==> config.mk <==
export PLATFORM = sky130hd
export DESIGN_NAME = getd_ctrl
export DESIGN_NICKNAME = d
export VERILOG_FILES = /design/src/design/getd_pkg.sv /design/src/design/getd_ctrl.sv
export SDC_FILE = /design/constraint.sdc
export NUM_CORES = 1
export LEC_CHECK = 0
export BUFFER_PORTS_ARGS = -buffer_cell sky130_fd_sc_hd__buf_2
export CAP_MARGIN = 5
export CORE_MARGIN = 4
export CORE_UTILIZATION = 51
export CTS_BUF_LIST = sky130_fd_sc_hd__clkbuf_4 sky130_fd_sc_hd__clkbuf_8
export CTS_CLUSTER_DIAMETER = 30
export DETAILED_ROUTE_END_ITERATION = 8
export GPL_TIMING_DRIVEN = 0
export PLACE_DENSITY_LB_ADDON = 0.05
export SYNTH_ARGS = -nofsm -noshare
export SYNTH_HDL_FRONTEND = slang
export SYNTH_SLANG_ARGS = --single-unit
==> constraint.sdc <==
create_clock -name clk -period 1.7 [get_ports clk]
set_clock_uncertainty 0.1 [all_clocks]
set_input_delay 0.255 -clock clk [delete_from_list [all_inputs] [get_ports clk]]
set_output_delay 0.255 -clock clk [all_outputs]
set_load 0.01 [all_outputs]
==> src/design/getd_pkg.sv <==
package getd_pkg;

    localparam int NV     = 32;
    localparam int MAXDEG = 8;
    localparam int VW     = 5;
    localparam int DW     = (MAXDEG > 1) ? $clog2(MAXDEG) : 1;
    localparam int CW     = $clog2(MAXDEG + 1);
    localparam int AW     = VW + DW;
    localparam int WTW    = 16;
    localparam int RW     = VW + WTW;
    localparam int RDEPTH = NV * (1 << DW);
    localparam int VCW    = 6;
    localparam logic [VCW-1:0] VCOUNT_RESET = VCW'(20);

    typedef enum logic [1:0] {
        OP_INSERT = 2'd0,
        OP_REMOVE = 2'd1,
        OP_QUERY  = 2'd2,
        OP_WALK   = 2'd3
    } op_t;

    typedef enum logic [1:0] {
        ST_INVALID = 2'd0,
        ST_MISS    = 2'd1,
        ST_DONE    = 2'd2,
        ST_FULL    = 2'd3
    } status_t;

    typedef enum logic [3:0] {
        S_IDLE, S_ERR, S_SCAN, S_CMP, S_DECIDE, S_SHRD, S_SHWR, S_SHEND,
        S_WSTART, S_WTOP, S_WCHK, S_WLAST
    } state_t;

    typedef enum logic [3:0] {
        A_NOP, A_LOAD, A_SCAN_RD, A_CMP, A_INSERT, A_SH_INIT, A_SH_RD,
        A_SH_WR, A_SH_END, A_W_START, A_W_POP, A_W_NEXT, A_W_PUSH
    } act_t;

    typedef struct packed {
        act_t    act;
        logic    emit;
        status_t st;
        logic    use_wt;
        logic    use_pend;
        logic    last;
    } getd_cmd_t;

    typedef struct packed {
        op_t  in_op;
        logic in_ok;
        op_t  op;
        logic idx_zero;
        logic match;
        logic found;
        logic cnt_full;
        logic sh_more;
        logic top_zero;
        logic sp_zero;
        logic nb_seen;
        logic slot_free;
    } getd_sts_t;

endpackage

==> src/design/getd_ctrl.sv <==
module getd_ctrl (
    input  logic               clk,
    input  logic               rst_n,
    input  logic               in_valid,
    output logic               in_ready,
    input  getd_pkg::getd_sts_t sts,
    output getd_pkg::getd_cmd_t cmd
);
    import getd_pkg::*;

    state_t state_reg;
    state_t state_next;

    always_ff @(posedge clk or negedge rst_n)
    begin
        if (!rst_n)
        begin
            state_reg <= S_IDLE;
        end
        else
        begin
            state_reg <= state_next;
        end
    end

    // next state
    always_comb
    begin
        state_next = state_reg;
        case (state_reg)
            S_IDLE:
            begin
                if (in_valid)
                begin
                    if (!sts.in_ok)
                        state_next = S_ERR;
                    else if (sts.in_op == OP_WALK)
                        state_next = S_WSTART;
                    else
                        state_next = S_SCAN;
                end
            end
            S_ERR:    if (sts.slot_free) state_next = S_IDLE;
            S_SCAN:   state_next = sts.idx_zero ? S_DECIDE : S_CMP;
            S_CMP:    state_next = sts.match ? S_DECIDE : S_SCAN;
            S_DECIDE:
            begin
                if (sts.op == OP_REMOVE && sts.found)
                    state_next = S_SHRD;
                else if (sts.slot_free)
                    state_next = S_IDLE;
            end
            S_SHRD:   state_next = sts.sh_more ? S_SHWR : S_SHEND;
            S_SHWR:   state_next = S_SHRD;
            S_SHEND:  if (sts.slot_free) state_next = S_IDLE;
            S_WSTART: state_next = S_WTOP;
            S_WTOP:
            begin
                if (!sts.top_zero)
                    state_next = S_WCHK;
                else if (sts.sp_zero)
                    state_next = S_WLAST;
            end
            S_WCHK:
            begin
                if (sts.nb_seen || sts.slot_free)
                    state_next = S_WTOP;
            end
            S_WLAST:  if (sts.slot_free) state_next = S_IDLE;
            default:  state_next = S_IDLE;
        endcase
    end

    // outputs
    always_comb
    begin
        in_ready     = 1'b0;
        cmd.act      = A_NOP;
        cmd.emit     = 1'b0;
        cmd.st       = ST_DONE;
        cmd.use_wt   = 1'b0;
        cmd.use_pend = 1'b0;
        cmd.last     = 1'b1;
        case (state_reg)
            S_IDLE:
            begin
                in_ready = 1'b1;
                if (in_valid)
                    cmd.act = A_LOAD;
            end
            S_ERR:
            begin
                cmd.emit = sts.slot_free;
                cmd.st   = ST_INVALID;
            end
            S_SCAN:   if (!sts.idx_zero) cmd.act = A_SCAN_RD;
            S_CMP:    cmd.act = A_CMP;
            S_DECIDE:
            begin
                case (sts.op)
                    OP_INSERT:
                    begin
                        cmd.emit = sts.slot_free;
                        if (sts.found)
                            cmd.st = ST_MISS;
                        else if (sts.cnt_full)
                            cmd.st = ST_FULL;
                        else if (sts.slot_free)
                            cmd.act = A_INSERT;
                    end
                    OP_REMOVE:
                    begin
                        if (sts.found)
                        begin
                            cmd.act = A_SH_INIT;
                        end
                        else
                        begin
                            cmd.emit = sts.slot_free;
                            cmd.st   = ST_MISS;
                        end
                    end
                    default:
                    begin
                        cmd.emit   = sts.slot_free;
                        cmd.st     = sts.found ? ST_DONE : ST_MISS;
                        cmd.use_wt = sts.found;
                    end
                endcase
            end
            S_SHRD:   if (sts.sh_more) cmd.act = A_SH_RD;
            S_SHWR:   cmd.act = A_SH_WR;
            S_SHEND:
            begin
                if (sts.slot_free)
                begin
                    cmd.act  = A_SH_END;
                    cmd.emit = 1'b1;
                end
            end
            S_WSTART: cmd.act = A_W_START;
            S_WTOP:
            begin
                if (!sts.top_zero)
                    cmd.act = A_W_NEXT;
                else if (!sts.sp_zero)
                    cmd.act = A_W_POP;
            end
            S_WCHK:
            begin
                if (!sts.nb_seen && sts.slot_free)
                begin
                    cmd.act      = A_W_PUSH;
                    cmd.emit     = 1'b1;
                    cmd.use_pend = 1'b1;
                    cmd.last     = 1'b0;
                end
            end
            S_WLAST:
            begin
                cmd.emit     = sts.slot_free;
                cmd.use_pend = 1'b1;
            end
            default:  cmd.act = A_NOP;
        endcase
    end

endmodule

==> results.md <==
Synthesis:
- For this run, the leading register cell type out of synthesis is dfrtp_1.
- Synthesis produced approximately 100 cells.
- When the netlist entered floorplanning its net count stood at 119.
- The mapped netlist covers 762 µm².
- The number of flops mapped to enable cells by yosys is 0.
- The warning count from the yosys run is 0.
- The proportion of netlist area held by the largest area contributor is 13.1%.
- Dividing the synthesized area by the synthesized cell count gives around 7.5 µm².
- After synthesis, the share of flip-flops with an asynchronous set or reset is 100%.
- Ranked by total cell area, the synthesized netlist is headed by dfrtp_1, buf_6, nand2_1.
- Synthesis inferred 4 register bits.
- The number of different library cells in the post-synthesis netlist is 48.
- The largest area contributor in the netlist is dfrtp_1.
- For this run, the register share of the synthesized area comes to 13.1%.

Floorplanning:
- The number of ports placed on the die boundary is 28.
- In this run the core area contains 13 standard-cell rows.
- The die outline area is 0.00218 mm².
- The floorplan step set the die width to 46.7 µm.
- The placeable core area is 0.00135 mm².
- Once the floorplan was initialized, standard cells occupied 56.4% of the core.
- The die is 46.7 µm tall.

Power:
- Internal power comes to about 1.2 mW.
- The clock network fraction of design power is 5.3%.
- VDD sags by at most between 1 and 1.5 mV.
- The sequential power share is 8.9%.
- In this run switching power makes up 48.1% of total power.
- The share of total power dissipated in combinational logic is 85.8%.
- Summed over all nets, the switching power comes to 1.11 mW.
- The areal power density over the cells is 1920 mW/mm².
- The leakage power summed over all cells is roughly 0.56 nW.

CTS:
- TritonCTS built the clock tree.
- Clock-pin slew was measured on the worst setup and hold paths at 0.04 ns.
- The number of clock buffers inserted by TritonCTS is 3.
- The longest clock path from root to sink contains 2 buffers.
- At the later pin of the worst-skew pair, clock insertion delay measures 0.24 ns.
- In this run the number of H-tree levels came out at 1.
- CTS saw 4 sinks.
- The clock tree root driver cell is clkbuf_4.

Critical path:
- The data arrival at the endpoint of the critical path is 1.62 ns.
- The type of the worst setup path is reg2out.
- STA classifies the critical path startpoint as a flip-flop.
- The data required time at the worst endpoint is 1.34 ns.
- The critical path starts at state_reg[2].
- The largest single stage delay on the critical path is 0.44 ns.
- The end point of the critical path is cmd[7].
- The number of cells on the worst reg-to-reg path is 5.
- The cell type of the slowest stage on the worst timing path is dfrtp_2.
- The category of the worst setup path capture point is an output port.
- The minimum setup slack among reg-to-reg paths is 0.04 ns.
- Walking the worst path, the cells encountered are nand2b_1 > or3_4 > o22ai_1 > buf_2.
- The startpoint identified for the worst register-to-register timing path is state_reg[2].
- The endpoint identified for the worst register-to-register timing path is state_reg[2].
- In this run the worst path has a maximum fanout of 4.

Run status:
- The run finished, with violations left.
- The checks that failed: setup timing.

Global route:
- Entering global routing, the biggest net connects 11 pins.
- Global routing consumed, over all layers together, 29.3% of the routing resources.
- The via count of the first global-routing pass came to approximately 1,000.
- The number of antenna violations at the first check in global routing came to 0.
- Summed over all layers, the global routing overflow is 0.
- The first global-routing pass estimated 4.38 mm of wire.

Route:
- In this run, the number of DRC markers left after iteration 0 of detailed routing was 67.
- Dividing the detail-routed wire length by the instance count gives 19.6 µm.
- For this block, the via count after detailed routing is 1,112.
- The number of nets still failing antenna checks after routing is 0.
- The vias per cell is around 6.7.
- For this run, design rule violations remaining after detail routing come to 0.
- The first detailed-routing pass ran for 4 iterations.
- For this block, the routed nets add up to 3.27 mm of wire.

Place:
- The cell count after placement is 144.
- Buffers placed on the I/O ports in this run total 27.
- The worst slack at placement is -0.121 ns.
- The wire-length estimate of the detail-placed layout is ~1.8 mm.
- At the end of routability-driven placement, the weighted congestion stood at just under 0.9.
- The placed instances occupy a cell area of 916 µm².

Layout:
- The final layout net count is 171.
- The finished layout holds 167 standard cells, fillers aside.
- The number of antenna repair diodes is 0.
- Summing all non-filler instances in the final layout gives an area of 0.00120 mm².
- The final design utilization is between 80 and 90%.
- The area overhead of the layout relative to synthesis is 58.0%.
- The number of flip-flops in the largest register is 4.
- The proportion of layout cells with a drive suffix above 1 is 52.6%.

Timing:
- Setup repair after global routing could not meet its margin everywhere.
- The relative max-transition margin is 77.8%.
- The final-report hold violation count is 0.
- Based on the critical path, the design can be clocked at up to roughly 0.5 GHz.
- At the pin with the least slew margin, the transition time is 0.332 ns.
- The part of the cycle the worst path needs is 116%.
- The number of pins with negative max-slew slack in the final report is 0.
- After layout, the minimum clock period comes to about 2 ns.
- The number of setup violations in the final report is 9.
- In the post-route analysis, the smallest setup slack over all paths is -0.280 ns.

Job:
- The max-capacitance violation count is 0.

Min path:
- The worst hold-check path type is in2async.
placed cells by master, fill, tap and decap left out, drive strengths merged, types with 2 or more instances in the layout:
cell type   n
nor2b       4
o22ai       2
a2111oi     2
nor3        4
dfrtp       4
a22o        2
a21oi       4
o32ai       3
nor3b       2
and2        2
a31oi       3
nand2b      3
or3         4
inv         5
mux2i       2
buf        53
clkbuf      4
nor2        9
o21ai       7
nand2      12
critical path: cells and delay by family (launching register included):
kind            cells  cell delay [ns]
simple gates        2             0.58
flops               1             0.44
compound gates      1             0.19
buf+inv             1             0.19
stage by stage:
step	total power [mW]	hold WS (ns)	setup TNS, ns
floorplan	1.17	-0.141	0
global placement	1.49	-0.0417	-0.245
detailed placement	1.51	-0.0360	-0.349
global route	2.41	0.278	-2.10
CTS	1.89	0.258	-0.875
finish	2.31	0.260	-1.49
worst min path at each step:
stage | startpoint | end | slack (ns) | cells past startpoint
2_1_floorplan | rst_n | state_reg[0] | -0.14 | 0
3_3_place_gp | rst_n | state_reg[2] | -0.04 | 1
3_5_place_dp | rst_n | state_reg[2] | -0.04 | 1
4_1_cts | rst_n | state_reg[0] | 0.26 | 2
5_1_grt | rst_n | state_reg[2] | 0.28 | 2
6_report | rst_n | state_reg[0] | 0.26 | 2
cell type report:
type                            instances  area, µm²
Buffer                                  8       90.1
Clock buffer                            3       22.5
Fill cell                              65        146
Inverter                                5       18.8
Multi-Input combinational cell         85        633
Sequential cell                         4        103
Tap cell                               15       18.8
Timing Repair Buffer                   47        318
cells in the mapped netlist (all sizes together) (3+ instances only):
cell    number
o32ai        3
buf          8
o21ai        7
a31oi        3
inv          5
a21oi        4
or3          4
nor3         4
nand2       12
dfrtp        4
nor2         9
nor2b        4
nand2b       3
cell families after synthesis:
group	after synthesis	share of synthesized area (%)
AOI/OAI and AO/OA	35	35.1
and+or+nand+nor	47	36.3
DFF	4	13.1
xor gates and xnor gates	1	1.15
buffers and inverters	13	11.7
muxes	2	2.63
power by group through the flow:
stage	registers [mW]	logic, mW	clock network [mW]
after global routing	0.208	2.07	0.132
after floorplan	0.191	0.983	0
after CTS	0.189	1.58	0.122
after detailed placement	0.208	1.30	0
after global placement	0.209	1.28	0
final	0.205	1.98	0.123
timing repair:
| action | in CTS | in global routing |
|---|---|---|
| setup buffers | 9 | 7 |
| setup endpoints to repair | 10 | 12 |
| hold buffers | 1 | 0 |
| resized for setup | 18 | 11 |
| pin swaps | 4 | 2 |
| hold endpoints to repair | 4 | 0 |
| gates cloned | 1 | 2 |
routing by layer:
layer  track usage [%]  wire, µm
met1              32.0      1230
met2              45.9      1490
met3              12.1       334
met4              19.3       209
met5                 0         0
(Power assumes the default switching activity.)
